`src/rtl/core/mrf_pkg.sv`:
```
package mrf_pkg;

    localparam int QUEUE_DEPTH_DEFAULT = 4;

    localparam logic [7:0]  SLAVE_RESET   = 8'h02;
    localparam logic [15:0] CRC_INIT      = 16'hFFFF;
    localparam logic [15:0] CRC_POLY      = 16'hA001;
    localparam logic [7:0]  FUNC_READ     = 8'h03;
    localparam logic [7:0]  FUNC_WRITE    = 8'h06;
    localparam logic [15:0] READ_QUANTITY = 16'h0001;
    localparam logic [15:0] READING_LIMIT = 16'd1000;
    localparam logic [2:0]  RX_COUNT_MAX  = 3'd7;
    localparam logic [2:0]  RX_IDX_HIGH   = 3'd3;
    localparam logic [2:0]  RX_IDX_LOW    = 3'd4;
    localparam logic [2:0]  TX_IDX_LAST   = 3'd7;
    localparam logic [2:0]  TX_IDX_DATA_LO = 3'd5;

    typedef enum logic [1:0] {
        KIND_READ  = 2'd0,
        KIND_WRITE = 2'd1,
        KIND_RESP  = 2'd2,
        KIND_NONE  = 2'd3
    } kind_t;

    typedef enum logic [1:0] {
        CMD_READ    = 2'd0,
        CMD_WRITE   = 2'd1,
        CMD_READING = 2'd2
    } cmd_t;

    typedef struct packed {
        cmd_t        cmd;
        logic [15:0] addr;
        logic [15:0] data;
        logic        over_limit;
    } entry_t;

    typedef struct packed {
        logic   valid;
        entry_t entry;
    } q_port_t;

endpackage

```
`src/rtl/core/modbus_rtu_register_framer.sv`:
```
// Channel   Direction  Handshake               Payload
// request   in         push / full             kind, register_address, write_value,
//                                              rx_byte, rx_frame_start
// result    out        empty / pop             out_kind, tx_byte, frame_last, reading
// config    in         cfg_valid / cfg_ready   cfg_data (slave address)
//
// A read or write request produces eight result bytes, one per cycle while pop is high.
// The fifth byte of a response frame (index four) yields one reading.
// An accepted request is first written into the queue; its result is then registered on the output.
// Reset clears the queue, the receive counters and the output valid flag; slave address returns to 2.
// A stalled result stays on the ports while requests keep filling the queue until full.
module modbus_rtu_register_framer
    import mrf_pkg::*;
#(
    parameter int QUEUE_DEPTH = QUEUE_DEPTH_DEFAULT
)
(
    input  logic        clk,
    input  logic        rst_n,
    input  logic        push,
    output logic        full,
    input  logic [1:0]  kind,
    input  logic [15:0] register_address,
    input  logic [15:0] write_value,
    input  logic [7:0]  rx_byte,
    input  logic        rx_frame_start,
    output logic        empty,
    input  logic        pop,
    output logic        out_kind,
    output logic [7:0]  tx_byte,
    output logic        frame_last,
    output logic [16:0] reading,
    input  logic        cfg_valid,
    output logic        cfg_ready,
    input  logic [7:0]  cfg_data
);

    q_port_t enq;
    q_port_t head;
    logic    deq;
    logic    q_full;

    assign full      = q_full;
    assign cfg_ready = 1'b1;

    mrf_front u_front
    (
        .clk              (clk),
        .rst_n            (rst_n),
        .push             (push),
        .q_full           (q_full),
        .kind             (kind),
        .register_address (register_address),
        .write_value      (write_value),
        .rx_byte          (rx_byte),
        .rx_frame_start   (rx_frame_start),
        .enq              (enq)
    );

    mrf_queue #(
        .QUEUE_DEPTH (QUEUE_DEPTH)
    ) u_queue
    (
        .clk   (clk),
        .rst_n (rst_n),
        .enq   (enq),
        .deq   (deq),
        .full  (q_full),
        .head  (head)
    );

    mrf_back u_back
    (
        .clk        (clk),
        .rst_n      (rst_n),
        .cfg_valid  (cfg_valid),
        .cfg_data   (cfg_data),
        .head       (head),
        .deq        (deq),
        .pop        (pop),
        .empty      (empty),
        .out_kind   (out_kind),
        .tx_byte    (tx_byte),
        .frame_last (frame_last),
        .reading    (reading)
    );

endmodule

```
`src/rtl/core/mrf_front.sv`:
```
module mrf_front
    import mrf_pkg::*;
(
    input  logic        clk,
    input  logic        rst_n,
    input  logic        push,
    input  logic        q_full,
    input  logic [1:0]  kind,
    input  logic [15:0] register_address,
    input  logic [15:0] write_value,
    input  logic [7:0]  rx_byte,
    input  logic        rx_frame_start,
    output q_port_t     enq
);

    logic [2:0] rx_count_reg;
    logic [2:0] rx_count_next;
    logic [7:0] rx_high_byte_reg;
    logic [7:0] rx_high_byte_next;
    logic       accept;
    logic [2:0] idx;
    logic [15:0] value;

    assign accept = push && !q_full;
    assign idx    = rx_frame_start ? 3'd0 : rx_count_reg;
    assign value  = {rx_high_byte_reg, rx_byte};

    always_comb
    begin
        rx_count_next     = rx_count_reg;
        rx_high_byte_next = rx_high_byte_reg;
        enq.valid            = 1'b0;
        enq.entry.cmd        = CMD_READ;
        enq.entry.addr       = register_address;
        enq.entry.data       = write_value;
        enq.entry.over_limit = 1'b0;
        if (accept)
        begin
            unique case (kind_t'(kind))
                KIND_READ:
                begin
                    enq.valid      = 1'b1;
                    enq.entry.cmd  = CMD_READ;
                    enq.entry.data = READ_QUANTITY;
                end
                KIND_WRITE:
                begin
                    enq.valid     = 1'b1;
                    enq.entry.cmd = CMD_WRITE;
                end
                KIND_RESP:
                begin
                    if (idx == RX_IDX_HIGH)
                    begin
                        rx_high_byte_next = rx_byte;
                    end
                    else if (idx == RX_IDX_LOW)
                    begin
                        enq.valid            = 1'b1;
                        enq.entry.cmd        = CMD_READING;
                        enq.entry.data       = value;
                        enq.entry.over_limit = value > READING_LIMIT;
                    end
                    rx_count_next = (idx < RX_COUNT_MAX) ? idx + 3'd1 : RX_COUNT_MAX;
                end
                default:
                begin
                    enq.valid = 1'b0;
                end
            endcase
        end
    end

    always_ff @(posedge clk or negedge rst_n)
    begin
        if (!rst_n)
        begin
            rx_count_reg     <= 3'd0;
            rx_high_byte_reg <= 8'h00;
        end
        else
        begin
            rx_count_reg     <= rx_count_next;
            rx_high_byte_reg <= rx_high_byte_next;
        end
    end

endmodule

```
`src/rtl/core/mrf_queue.sv`:
```
module mrf_queue
    import mrf_pkg::*;
#(
    parameter int QUEUE_DEPTH = QUEUE_DEPTH_DEFAULT
)
(
    input  logic    clk,
    input  logic    rst_n,
    input  q_port_t enq,
    input  logic    deq,
    output logic    full,
    output q_port_t head
);

    localparam int PTR_W = (QUEUE_DEPTH > 1) ? $clog2(QUEUE_DEPTH) : 1;
    localparam int CNT_W = $clog2(QUEUE_DEPTH + 1);
    localparam logic [PTR_W-1:0] PTR_LAST = PTR_W'(QUEUE_DEPTH - 1);
    localparam logic [CNT_W-1:0] CNT_FULL = CNT_W'(QUEUE_DEPTH);

    entry_t           entries_reg [QUEUE_DEPTH];
    logic [PTR_W-1:0] wr_ptr_reg;
    logic [PTR_W-1:0] wr_ptr_next;
    logic [PTR_W-1:0] rd_ptr_reg;
    logic [PTR_W-1:0] rd_ptr_next;
    logic [CNT_W-1:0] count_reg;
    logic [CNT_W-1:0] count_next;
    logic             do_enq;
    logic             do_deq;

    assign full       = (count_reg == CNT_FULL);
    assign head.valid = (count_reg != '0);
    assign head.entry = entries_reg[rd_ptr_reg];
    assign do_enq     = enq.valid && !full;
    assign do_deq     = deq && head.valid;

    always_comb
    begin
        wr_ptr_next = wr_ptr_reg;
        rd_ptr_next = rd_ptr_reg;
        count_next  = count_reg;
        if (do_enq)
        begin
            wr_ptr_next = (wr_ptr_reg == PTR_LAST) ? '0 : wr_ptr_reg + PTR_W'(1);
        end
        if (do_deq)
        begin
            rd_ptr_next = (rd_ptr_reg == PTR_LAST) ? '0 : rd_ptr_reg + PTR_W'(1);
        end
        if (do_enq && !do_deq)
        begin
            count_next = count_reg + CNT_W'(1);
        end
        else if (!do_enq && do_deq)
        begin
            count_next = count_reg - CNT_W'(1);
        end
    end

    always_ff @(posedge clk)
    begin
        if (do_enq)
        begin
            entries_reg[wr_ptr_reg] <= enq.entry;
        end
    end

    always_ff @(posedge clk or negedge rst_n)
    begin
        if (!rst_n)
        begin
            wr_ptr_reg <= '0;
            rd_ptr_reg <= '0;
            count_reg  <= '0;
        end
        else
        begin
            wr_ptr_reg <= wr_ptr_next;
            rd_ptr_reg <= rd_ptr_next;
            count_reg  <= count_next;
        end
    end

    a_count_bound: assert property (@(posedge clk) disable iff (!rst_n)
        count_reg <= CNT_FULL)
        else $error("Queue count exceeds its depth.");

    a_no_enq_when_full: assert property (@(posedge clk) disable iff (!rst_n)
        full |-> !enq.valid)
        else $error("Front issued a request into a full queue.");

endmodule

```
`src/rtl/core/mrf_back.sv`:
```
module mrf_back
    import mrf_pkg::*;
(
    input  logic         clk,
    input  logic         rst_n,
    input  logic         cfg_valid,
    input  logic [7:0]   cfg_data,
    input  q_port_t      head,
    output logic         deq,
    input  logic         pop,
    output logic         empty,
    output logic         out_kind,
    output logic [7:0]   tx_byte,
    output logic         frame_last,
    output logic [16:0]  reading
);

    function automatic logic [15:0] crc_byte(input logic [15:0] crc_in, input logic [7:0] b);
        logic [15:0] c;
        c = crc_in ^ {8'h00, b};
        for (int i = 0; i < 8; i++)
        begin
            c = c[0] ? ((c >> 1) ^ CRC_POLY) : (c >> 1);
        end
        return c;
    endfunction

    logic [7:0]  slave_address_reg;
    logic [2:0]  byte_idx_reg;
    logic [2:0]  byte_idx_next;
    logic [15:0] crc_reg;
    logic [15:0] crc_next;
    logic        out_valid_reg;
    logic        out_valid_next;
    logic        out_kind_reg;
    logic [7:0]  tx_byte_reg;
    logic        frame_last_reg;
    logic [16:0] reading_reg;
    logic        slot_free;
    logic        emit;
    logic        is_reading;
    logic [7:0]  cur_byte;

    assign slot_free  = !out_valid_reg || pop;
    assign emit       = head.valid && slot_free;
    assign is_reading = (head.entry.cmd == CMD_READING);

    always_comb
    begin
        case (byte_idx_reg)
            3'd0:    cur_byte = slave_address_reg;
            3'd1:    cur_byte = (head.entry.cmd == CMD_READ) ? FUNC_READ : FUNC_WRITE;
            3'd2:    cur_byte = head.entry.addr[15:8];
            3'd3:    cur_byte = head.entry.addr[7:0];
            3'd4:    cur_byte = head.entry.data[15:8];
            3'd5:    cur_byte = head.entry.data[7:0];
            3'd6:    cur_byte = crc_reg[7:0];
            default: cur_byte = crc_reg[15:8];
        endcase
    end

    always_comb
    begin
        byte_idx_next  = byte_idx_reg;
        crc_next       = crc_reg;
        deq            = 1'b0;
        out_valid_next = pop ? 1'b0 : out_valid_reg;
        if (emit)
        begin
            out_valid_next = 1'b1;
            if (is_reading)
            begin
                deq = 1'b1;
            end
            else
            begin
                byte_idx_next = byte_idx_reg + 3'd1;
                deq           = (byte_idx_reg == TX_IDX_LAST);
                if (byte_idx_reg <= TX_IDX_DATA_LO)
                begin
                    crc_next = crc_byte((byte_idx_reg == 3'd0) ? CRC_INIT : crc_reg, cur_byte);
                end
            end
        end
    end

    always_ff @(posedge clk)
    begin
        if (emit)
        begin
            out_kind_reg   <= is_reading;
            tx_byte_reg    <= is_reading ? 8'h00 : cur_byte;
            frame_last_reg <= !is_reading && (byte_idx_reg == TX_IDX_LAST);
            reading_reg    <= is_reading ? {head.entry.over_limit, head.entry.data} : 17'd0;
        end
        crc_reg <= crc_next;
    end

    always_ff @(posedge clk or negedge rst_n)
    begin
        if (!rst_n)
        begin
            slave_address_reg <= SLAVE_RESET;
            byte_idx_reg      <= 3'd0;
            out_valid_reg     <= 1'b0;
        end
        else
        begin
            if (cfg_valid)
            begin
                slave_address_reg <= cfg_data;
            end
            byte_idx_reg  <= byte_idx_next;
            out_valid_reg <= out_valid_next;
        end
    end

    assign empty      = !out_valid_reg;
    assign out_kind   = out_kind_reg;
    assign tx_byte    = tx_byte_reg;
    assign frame_last = frame_last_reg;
    assign reading    = reading_reg;

    a_frame_held: assert property (@(posedge clk) disable iff (!rst_n)
        (byte_idx_reg != 3'd0) |-> (head.valid && !is_reading))
        else $error("Request left the queue head in the middle of a frame.");

    a_last_dequeues: assert property (@(posedge clk) disable iff (!rst_n)
        (emit && !is_reading && byte_idx_reg == TX_IDX_LAST) |=>
            (byte_idx_reg == 3'd0 && frame_last_reg))
        else $error("Final frame byte did not close the frame.");

    a_deq_only_on_emit: assert property (@(posedge clk) disable iff (!rst_n)
        deq |-> emit)
        else $error("Queue entry released without producing a result.");

endmodule
```
`config.mk`:
```
export PLATFORM = sky130hd
export DESIGN_NAME = modbus_rtu_register_framer
export DESIGN_NICKNAME = d
export VERILOG_FILES = /design/src/rtl/core/mrf_pkg.sv /design/src/rtl/core/modbus_rtu_register_framer.sv /design/src/rtl/core/mrf_front.sv /design/src/rtl/core/mrf_queue.sv /design/src/rtl/core/mrf_back.sv
export SDC_FILE = /design/constraint.sdc
export NUM_CORES = 1
export LEC_CHECK = 0
export ABC_AREA = 0
export BUFFER_PORTS_ARGS = -buffer_cell sky130_fd_sc_hd__buf_2
export CAP_MARGIN = 20
export CORE_UTILIZATION = 64
export CTS_CLUSTER_SIZE = 16
export DETAILED_ROUTE_END_ITERATION = 10
export GPL_TIMING_DRIVEN = 1
export PLACE_DENSITY = 0.9
export SETUP_SLACK_MARGIN = 0.2
export SLEW_MARGIN = 5
export SYNTH_ARGS = -nofsm -noshare
export SYNTH_HDL_FRONTEND = slang
export SYNTH_SLANG_ARGS = --single-unit
export TNS_END_PERCENT = 100
```
`constraint.sdc`:
```
create_clock -name clk -period 6.9 [get_ports clk]
set_input_delay 0.345 -clock clk [delete_from_list [all_inputs] [get_ports clk]]
set_output_delay 0.345 -clock clk [all_outputs]
set_load 0.005 [all_outputs]
```
==> impl_metrics.py, run 1 <==
metrics = {
    "die": {
        "die_h_um": 123,
        "start_util_pct": 66.3,
        "io_pins": 86,
        "die-area_sq_um": 15000,
        "fp-row-count": 43,
        "core-area_sq_um": 14000,
        "die_w_um": 123,
    },
    "timing": {
        "slew_violations": 0,
        "worst_slack_ns": 2.57,
        "fmax_mhz": 231,
        "rsz0062_at_grt": "no",
        "setup_viol": 0,
        "timing.hold.ws_ns": 0.0494,
        "fin_crit_ns": 4.33,
        "post-route-period-util_pct": 62.7,
        "tightestPinTransition_ns": 0.859,
        "tns_ns": 0,
        "finalClockSkew_ns": 0.00674,
        "hold_viol": 0,
        "maxSlewHeadroom_pct": 42.5,
    },
    "grt": {
        "grt_overflow": 0,
        "grt_max_degree": 45,
        "grt_pass1_vias": 5613,
        "grtUsageTotal_pct": 28.4,
        "grt_pass1_wl_um": 31200,
        "antenna_found_initial": 0,
    },
    "yosys": {
        "ys_seq_elements": 213,
        "synth-warning-count": 0,
        "async_reset_ff_share_pct": 14.1,
        "synth.avg_cell_area_sq_um": 15.9,
        "synthesis.nets": 657,
        "synth-edff-count": 183,
        "ys_seq_area_share_pct": 67.1,
        "synth_flop_cell": "edfxtp_1",
        "ys_types": 67,
        "netlist_area_sq_um": 9310,
        "synth_cells": 585,
    },
    "pwr": {
        "power_leakage_uw": 0.00401,
        "ir_drop_mv": 0.348,
        "power_density_nw_per_um2": 533,
    },
    "drt": {
        "num_vias": 5591,
        "drtAntennaViolNets": 0,
        "wl_um": 20400,
        "wl_per_cell_um": 23.4,
        "drt-initial-drc-count": 607,
        "drc": 0,
        "drt-pass1-iter-count": 6,
        "routed_via_density": 6.42,
    },
    "clock_network": {
        "post_cts_buffers": 0,
        "htree_levels": 1,
        "cts_tree": "done",
        "clockBufferDepth": 3,
        "cts.sinks": 213,
        "numCtsBuffers": 22,
        "hold_buffers": 1,
        "clk_latency_ns": 0.51,
        "root_buffer": "clkbuf_16",
        "cts_resized": 0,
        "clkTransAtPathRegs_ns": 0.06,
    },
    "finish": {
        "num-nets-final": 747,
        "mostFrequentLayoutCells": "edfxtp_1, buf_2, nand2_1",
        "area_delta_synth_final_pct": 14.4,
        "largest_register_ffs": 140,
        "drive_gt1_share_pct": 26.9,
        "fin_cells": 871,
        "final_common_cell": "edfxtp_1",
        "diodes": 0,
    },
    "critical_path": {
        "crit_type": "reg -> reg",
        "reg2reg_depth": 11,
        "arrival_ns": 4.76,
        "start_kind": "flop",
        "path_depth": 11,
        "worstPathMaxFanout": 43,
        "rrSetupSlack_ns": 2.57,
        "cp_top_family": "buffers and inverters",
        "crit-reg2reg-capture": "u_queue.count_reg[2]",
        "cp_slowest_stage_delay_ns": 0.61,
        "crit_chain": "buf_4 -> mux4_2 -> nand2b_1 -> inv_1 -> o21ai_0 -> ha_1 -> inv_1 -> fa_1 -> xor2_1 -> nor2_1 -> xor2_1",
        "worst_path_max_delay_cell": "mux4_2",
        "cp.buffers_inverters": 3,
        "cp-end-kind": "flop",
        "required_ns": 7.33,
        "r2r-start": "u_queue.rd_ptr_reg[0]",
    },
    "worst_hold_path": {
        "hold_path.class": "in -> reg",
        "min_delay_path_depth": 1,
        "worstHoldEndpoint": "u_queue.entries_reg[3][19]",
        "min_from": "register_address[2]",
    },
    "run_status": {
        "outcome": "finished, final reports clean",
    },
    "placed_design": {
        "place_hpwl_um": 13500,
        "gp_congestion": 0.942,
        "placed_cells": 830,
        "dp_worst_setup_slack_ns": 2.70,
        "io_buffers": 84,
    },
    "run": {
        "maxCapViolCount": 0,
    },
}
## synth_stat cells (8+ instances only)
cell type,n,area [sq um]
and2_1,21,131
and3_1,8,50.1
dfrtp_1,29,726
a21oi_1,9,45.0
nand2_1,28,105
o21ai_0,15,75.1
edfxtp_1,183,5500
o22ai_1,8,50.1
xor2_1,9,78.8
xnor2_1,16,140
inv_1,17,63.8
mux2i_1,19,190
clkbuf_1,13,48.8
nor2_1,25,93.8
mux4_2,23,518
nand2b_1,16,100
mux2_2,24,270
nand3_1,10,50.1
ha_1,15,188
a22o_1,14,123
## layout make-up
class | instances | area, sq um
clock inverters | 11 | 156
inverters | 17 | 63.8
multi-input cells | 327 | 2850
fillers | 763 | 3400
flip-flops and latches | 213 | 6250
clock buffers | 29 | 597
repair buffers | 94 | 498
well taps | 180 | 225
## worst max path at each step
stage / startpoint / end / slack [ns]
after global placement: u_back.byte_idx_reg[2] / u_back.crc_reg[0] / 2.91
after global routing: u_queue.rd_ptr_reg[0] / u_queue.count_reg[2] / 2.25
after detailed placement: u_queue.rd_ptr_reg[0] / u_queue.count_reg[2] / 2.70
after floorplan: u_queue.count_reg[0] / u_queue.count_reg[1] / 3.27
after CTS: u_queue.rd_ptr_reg[0] / u_queue.count_reg[2] / 2.61
final: u_queue.rd_ptr_reg[0] / u_queue.count_reg[2] / 2.57
## routing by layer
layer / share of wire (%) / routed length [um] / up-vias / global-route usage [%]
li1: - / - / 2431 / -
met1: 40 / 8160 / 2773 / 39.3
met2: 49 / 9990 / 338 / 46.1
met3: 7.9 / 1620 / 49 / 4.88
met4: 3.1 / 629 / 0 / 9.53
met5: 0 / 0 / - / 0
## report_power, final
group | internal, uW | switching, uW | total [uW] | leakage (uW)
Combinational | 1180 | 1220 | 2400 | 0.00157
Sequential | 1890 | 174 | 2060 | 0.00207
Clock | 728 | 482 | 1210 | 0.000368
Total | 3800 | 1870 | 5670 | 0.00401
## worst reg2reg max path: cells and delay by family, from the launching register on
family	cells	cell delay [ns]
AO/OA/AOI/OAI	1	0.59
AND/OR/NAND/NOR	2	0.58
XOR/XNOR	2	0.36
adder cells (fa/ha/maj)	2	0.67
flip-flops	1	0.42
buffers and inverters	3	1.00
multiplexers	1	0.63
## per-stage QoR
step / total power (uW) / area, sq um / util (%)
floorplan: 3880 / 9310 / -
global placement: 4340 / 9880 / 70.4
detailed placement: 4450 / 9880 / 70.4
CTS: 5670 / 10600 / 75.8
global route: 5940 / 10600 / 75.8
finish: 5670 / 10600 / 75.8
## cells by family after synthesis
family,synth area share (%)
adder cells (fa/ha/maj),2.23
XOR/XNOR,3.35
multiplexers,11.0
buffers and inverters,2.26
AND/OR/NAND/NOR,7.27
AO/OA/AOI/OAI,6.76
flip-flops,67.1
other,0.0403
No activity file was read; power rests on OpenSTA's default activity.
==> run 2, diff against run 1 <==
--- a/config.mk
+++ b/config.mk
@@ -5,14 +5,14 @@
 export SDC_FILE = /design/constraint.sdc
 export NUM_CORES = 1
 export LEC_CHECK = 0
-export ABC_AREA = 0
+export ABC_AREA = 1
 export BUFFER_PORTS_ARGS = -buffer_cell sky130_fd_sc_hd__buf_2
 export CAP_MARGIN = 20
-export CORE_UTILIZATION = 64
+export CORE_UTILIZATION = 54
 export CTS_CLUSTER_SIZE = 16
 export DETAILED_ROUTE_END_ITERATION = 10
 export GPL_TIMING_DRIVEN = 1
-export PLACE_DENSITY = 0.9
+export PLACE_DENSITY = 0.81
 export SETUP_SLACK_MARGIN = 0.2
 export SLEW_MARGIN = 5
 export SYNTH_ARGS = -nofsm -noshare
==> constraint.sdc (replaced) <==
create_clock -name clk -period 3.6 [get_ports clk]
set_input_delay 0.18 -clock clk [delete_from_list [all_inputs] [get_ports clk]]
set_output_delay 0.18 -clock clk [all_outputs]
set_load 0.005 [all_outputs]
==> impl_metrics.py, run 2 <==
metrics = {
    "timing": {
        "fin_crit_ns": 3.13,
        "timing.hold.ws_ns": 0.0369,
        "maxSlewHeadroom_pct": 47.4,
        "tns_ns": 0,
        "rsz0062_at_grt": "no",
        "setup_viol": 0,
        "finalClockSkew_ns": 0.0124,
        "hold_viol": 0,
        "slew_violations": 0,
        "fmax_mhz": 319,
        "tightestPinTransition_ns": 0.789,
        "post-route-period-util_pct": 86.9,
    },
    "clock_network": {
        "clk_latency_ns": 0.51,
        "post_cts_buffers": 0,
        "cts_tree": "done",
        "numCtsBuffers": 22,
        "clkTransAtPathRegs_ns": 0.06,
        "clockBufferDepth": 3,
        "root_buffer": "clkbuf_16",
        "htree_levels": 1,
        "cts.sinks": 213,
    },
    "grt": {
        "antenna_found_initial": 0,
        "grt_pass1_wl_um": 33200,
        "grtUsageTotal_pct": 23.6,
        "grt_pass1_vias": 6689,
        "grt_overflow": 0,
        "grt_max_degree": 76,
    },
    "placed_design": {
        "gp_congestion": 0.860,
        "io_buffers": 84,
        "place_hpwl_um": 13800,
    },
    "finish": {
        "num-nets-final": 1073,
        "area.sequential_sq_um": 6250,
        "largest_register_ffs": 140,
        "final_common_cell": "edfxtp_1",
        "mostFrequentLayoutCells": "edfxtp_1, nand2_1, inv_1",
        "drive_gt1_share_pct": 20.0,
        "diodes": 0,
        "multiInputGateArea_sq_um": 2900,
        "area_delta_synth_final_pct": 18.1,
        "fillerInstances": 1239,
    },
    "yosys": {
        "async_reset_ff_share_pct": 14.1,
        "synth_cells": 874,
        "ys_types": 50,
        "netlist_area_sq_um": 9700,
        "synthesis.nets": 946,
        "yosys-top-cells-count": "edfxtp_1, nand2_1, inv_1",
        "synth_top_area_share_pct": 56.6,
        "ys_seq_elements": 213,
        "synth.avg_cell_area_sq_um": 11.1,
        "ys_seq_area_share_pct": 64.4,
        "post-synth-top-area-cell": "edfxtp_1",
        "synth-warning-count": 0,
        "synth-edff-count": 183,
        "synth_flop_cell": "edfxtp_1",
        "netlist_top_cells_area": "edfxtp_1, dfrtp_1, nand2_1, nand3_1, inv_1",
        "yosysMostFrequentCell": "edfxtp_1",
    },
    "drt": {
        "drt-pass1-iter-count": 5,
        "num_vias": 6729,
        "drt-initial-drc-count": 616,
        "wl_per_cell_um": 16.7,
        "drc": 0,
        "routed_via_density": 5.42,
        "drtAntennaViolNets": 0,
        "wl_um": 20800,
    },
    "die": {
        "core-area_sq_um": 17400,
        "die_h_um": 136,
        "die-area_sq_um": 18500,
        "start_util_pct": 55.7,
        "die_w_um": 136,
        "io_pins": 86,
        "fp-row-count": 48,
    },
    "critical_path": {
        "arrival_ns": 3.39,
        "crit_chain": "inv_1 -> ha_1 -> inv_1 -> nor2_2 -> buf_4 -> nand3_1 -> o21ai_1 -> clkinv_1 -> nand4_1 -> o21ai_2 -> xor2_2 -> inv_1 -> nand3_2 -> nand3_2 -> nand3_2 -> nand2_2 -> nand2_2 -> nand3_1 -> nand3_1 -> nand2_1",
        "r2r-start": "u_back.byte_idx_reg[0]",
        "crit_type": "reg -> reg",
        "required_ns": 3.86,
        "reg2reg_depth": 20,
        "worst_path_max_delay_cell": "dfrtp_1",
        "cp_top_family": "simple AND/OR/NAND/NOR gates",
        "start_kind": "flop",
        "cp-end-kind": "flop",
        "cp_slowest_stage_delay_ns": 0.42,
        "worstPathMaxFanout": 5,
        "rrSetupSlack_ns": 0.47,
        "cp.buffers_inverters": 5,
        "crit-reg2reg-capture": "u_back.crc_reg[0]",
    },
    "run": {
        "maxCapViolCount": 0,
    },
    "pwr": {
        "ir_drop_mv": 0.717,
        "power_density_nw_per_um2": 1020,
        "power_leakage_uw": 0.00473,
    },
    "worst_hold_path": {
        "hold_path.class": "in -> reg",
        "min_from": "cfg_valid",
        "min_delay_path_depth": 3,
        "worstHoldEndpoint": "u_back.slave_address_reg[2]",
    },
    "run_status": {
        "outcome": "finished, final reports clean",
    },
}
-- run 2: how the worst max path moves through the flow --
stage | startpoint | to | slack [ns] | depth (start not counted)
6_report | u_back.byte_idx_reg[0] | u_back.crc_reg[0] | 0.47 | 20
2_1_floorplan | u_queue.count_reg[2] | u_queue.entries_reg[0][0] | 0.38 | 9
3_3_place_gp | u_back.byte_idx_reg[2] | u_back.crc_reg[0] | 0.55 | 25
3_5_place_dp | u_back.byte_idx_reg[2] | u_back.crc_reg[0] | 0.38 | 23
5_1_grt | u_back.byte_idx_reg[1] | u_back.crc_reg[0] | 0.21 | 23
4_1_cts | u_back.byte_idx_reg[2] | u_back.crc_reg[0] | 0.36 | 23
-- run 2: repair_timing --
item / in CTS / in global routing
hold buffers: 34 / 0
setup endpoints to repair: 0 / 3
hold endpoints to repair: 110 / 0
resized for setup: 0 / 2
-- run 2: cells by family (layout without fill, tap and decap cells) --
logic type,count (synthesis),after routing,share of synthesized area [%]
AND/OR/NAND/NOR,377,377,17.4
flip-flops,213,213,64.4
buffers and inverters,130,273,6.32
AO/OA/AOI/OAI,116,116,7.34
adder cells (fa/ha/maj),16,16,2.14
XOR/XNOR,15,15,1.66
multiplexers,6,6,0.696
other,1,1,0.0387
-- run 2: area by class of cell --
| class | instances | area share (%) |
|---|---|---|
| Clock buffer | 32 | 5.22 |
| Multi-Input combinational cell | 531 | 25.3 |
| Sequential cell | 213 | 54.5 |
| Tap cell | 225 | 2.46 |
| Inverter | 98 | 3.26 |
| Clock inverter | 8 | 0.918 |
| Timing Repair Buffer | 135 | 8.30 |
-- run 2: stage by stage --
stage	total power [uW]	area (sq um)	setup WS [ns]	cells	util (%)
2_1_floorplan	8080	9710	0.380	874	-
3_3_place_gp	9180	10400	0.547	1168	59.7
3_5_place_dp	9400	10400	0.379	1168	59.7
4_1_cts	11600	11400	0.357	1242	65.7
5_1_grt	12400	11500	0.208	1242	65.8
6_report	11700	11500	0.470	1242	65.8
-- run 2: metal layers --
layer | vias up | track usage (%) | wire length, um
met1 | 3185 | 31.5 | 8560
met5 | - | 0 | 0
li1 | 3235 | - | -
met4 | 0 | 7.28 | 420
met2 | 281 | 39.0 | 9950
met3 | 28 | 4.62 | 1870
-- run 2: worst min-delay path, stage by stage --
cell and delay [ns]:
buf_2 0.16, nand2_1 0.07, o21ai_0 0.07
-- run 2: where the power goes --
group | switching [uW] | internal, uW | total [uW]
clock | 890 | 1300 | 2190
sequential | 240 | 3590 | 3830
combinational | 3680 | 1950 | 5640
total | 4810 | 6850 | 11700
==> run 3, diff against run 2 <==
==> constraint.sdc (replaced) <==
create_clock -name clk -period 3.6 [get_ports clk]
set_input_delay 0.72 -clock clk [delete_from_list [all_inputs] [get_ports clk]]
set_output_delay 0.72 -clock clk [all_outputs]
set_load 0.005 [all_outputs]
==> impl_metrics.py, run 3 (synthesis gave the netlist of run 2 again) <==
metrics = {
    "run_status": {
        "outcome": "finished, final reports clean",
    },
    "drt": {
        "num_vias": 6825,
        "drtAntennaViolNets": 0,
        "drc": 0,
        "drt-initial-drc-count": 665,
        "wl_per_cell_um": 17.6,
        "drt-pass1-iter-count": 5,
        "routed_via_density": 5.63,
        "wl_um": 21400,
    },
    "die": {
        "io_pins": 86,
        "die-area_sq_um": 18500,
        "die_h_um": 136,
        "die_w_um": 136,
        "start_util_pct": 55.7,
        "core-area_sq_um": 17400,
        "fp-row-count": 48,
    },
    "timing": {
        "fin_crit_ns": 3.13,
        "slew_violations": 0,
        "tns_ns": 0,
        "post-route-period-util_pct": 86.9,
        "fmax_mhz": 320,
        "rsz0062_at_grt": "no",
        "finalClockSkew_ns": 0.0187,
        "hold_viol": 0,
        "tightestPinTransition_ns": 0.803,
        "maxSlewHeadroom_pct": 46.5,
        "setup_viol": 0,
    },
    "critical_path": {
        "crit_chain": "inv_1 -> ha_1 -> inv_1 -> nor2_2 -> buf_4 -> nand3_1 -> o21ai_1 -> clkinv_1 -> nand4_1 -> o21ai_2 -> xor2_2 -> inv_1 -> nand2_2 -> nand3_2 -> nand3_2 -> nand2_2 -> nand2_2 -> nand3_1 -> nand3_1 -> nand2_1",
        "start_kind": "flop",
        "crit_type": "reg -> reg",
        "worstPathMaxFanout": 5,
        "cp_slowest_stage_delay_ns": 0.41,
        "arrival_ns": 3.41,
        "worst_path_max_delay_cell": "dfrtp_1",
        "required_ns": 3.88,
        "cp-end-kind": "flop",
    },
    "clock_network": {
        "cts_tree": "done",
        "clkTransAtPathRegs_ns": 0.06,
        "cts_resized": 0,
        "clk_latency_ns": 0.53,
        "root_buffer": "clkbuf_16",
        "post_cts_buffers": 0,
        "cts.sinks": 213,
        "clockBufferDepth": 3,
        "numCtsBuffers": 23,
        "htree_levels": 1,
        "hold_buffers": 0,
    },
    "worst_hold_path": {
        "hold_path.class": "in -> async",
    },
    "grt": {
        "grt_pass1_vias": 6495,
        "grt_pass1_wl_um": 33200,
        "grt_overflow": 0,
        "grt_max_degree": 76,
        "grtUsageTotal_pct": 23.6,
        "antenna_found_initial": 2,
    },
    "placed_design": {
        "io_buffers": 84,
        "place_hpwl_um": 13900,
        "gp_congestion": 0.860,
        "placed_area_sq_um": 10400,
    },
    "finish": {
        "num-nets-final": 1043,
        "final_common_cell": "edfxtp_1",
        "area_delta_synth_final_pct": 15.9,
        "fillerInstances": 1264,
        "post-route-util_pct": 64.6,
        "drive_gt1_share_pct": 21.9,
        "final_cell_area_sq_um": 11200,
        "largest_register_ffs": 140,
        "mostFrequentLayoutCells": "edfxtp_1, nand2_1, inv_1",
    },
    "pwr": {
        "fin_total_pwr_uw": 12100,
        "power_density_nw_per_um2": 1080,
        "power_leakage_uw": 0.00465,
        "ir_drop_mv": 0.905,
    },
    "run": {
        "maxCapViolCount": 0,
    },
}
[run 3: cell types whose count changed in the layout (fill, tap and decap cells not counted), sizes merged]
cell,change
dlygate4sd3,-34
inv,+2
diode,+1
buf,+3
bufinv,+3
clkinv,+2
clkbuf,-7
[run 3: metal layers]
layer	part of all wire (%)	vias to the layer above	track usage [%]
met5	0.061	-	0
met4	2.3	2	8.09
met3	9.1	44	3.88
met2	47	339	38.6
met1	41	3255	32.2
li1	-	3185	-
[run 3: final cells by class]
| cell class | count | area (sq um) | share of cell area, % |
|---|---|---|---|
| Clock buffer | 25 | 583 | 5.19 |
| Antenna cell | 1 | 2.50 | 0.0223 |
| Inverter | 98 | 378 | 3.36 |
| Tap cell | 225 | 282 | 2.50 |
| Clock inverter | 15 | 225 | 2.00 |
| Sequential cell | 213 | 6250 | 55.6 |
| Timing Repair Buffer | 104 | 621 | 5.52 |
| Multi-Input combinational cell | 531 | 2900 | 25.8 |
[run 3: path summary, 6_finish.rpt]
kind | end | from | slack, ns | depth (start not counted)
max in group asynchronous | u_back.byte_idx_reg[2] | rst_n | 2.76 | 1
min in group clk | u_back.out_valid_reg | pop | 0.40 | 2
setup reg to reg | u_back.crc_reg[0] | u_back.byte_idx_reg[0] | 0.47 | 20
hold reg to reg | u_front.rx_high_byte_reg[3] | u_front.rx_high_byte_reg[3] | 0.49 | 2
hold / removal | u_front.rx_high_byte_reg[6] | rst_n | 0.28 | 1
setup / recovery | u_back.crc_reg[0] | u_back.byte_idx_reg[0] | 0.47 | 20
[run 3: critical path: cells and delay by family (launching register included)]
family,cells,cell delay [ns]
AOI/OAI and AO/OA,2,0.21
xor gates and xnor gates,1,0.20
adders and majority gates,1,0.25
buffers and inverters,5,0.60
DFF,1,0.41
and+or+nand+nor,11,1.20
[run 3: power by group]
group	total [uW]	switching, uW	internal [uW]
Sequential	3840	250	3590
Clock	2510	968	1540
Combinational	5750	3800	1950
Total	12100	5020	7080
[run 3: per-stage QoR]
stage,hold slack (ns),std cells,setup slack (ns)
after global placement,0.466,1171,0.547
after detailed placement,0.473,1171,0.357
final,0.281,1212,0.470
after floorplan,0.424,874,0.149
after global routing,0.326,1211,0.209
after CTS,0.288,1211,0.332
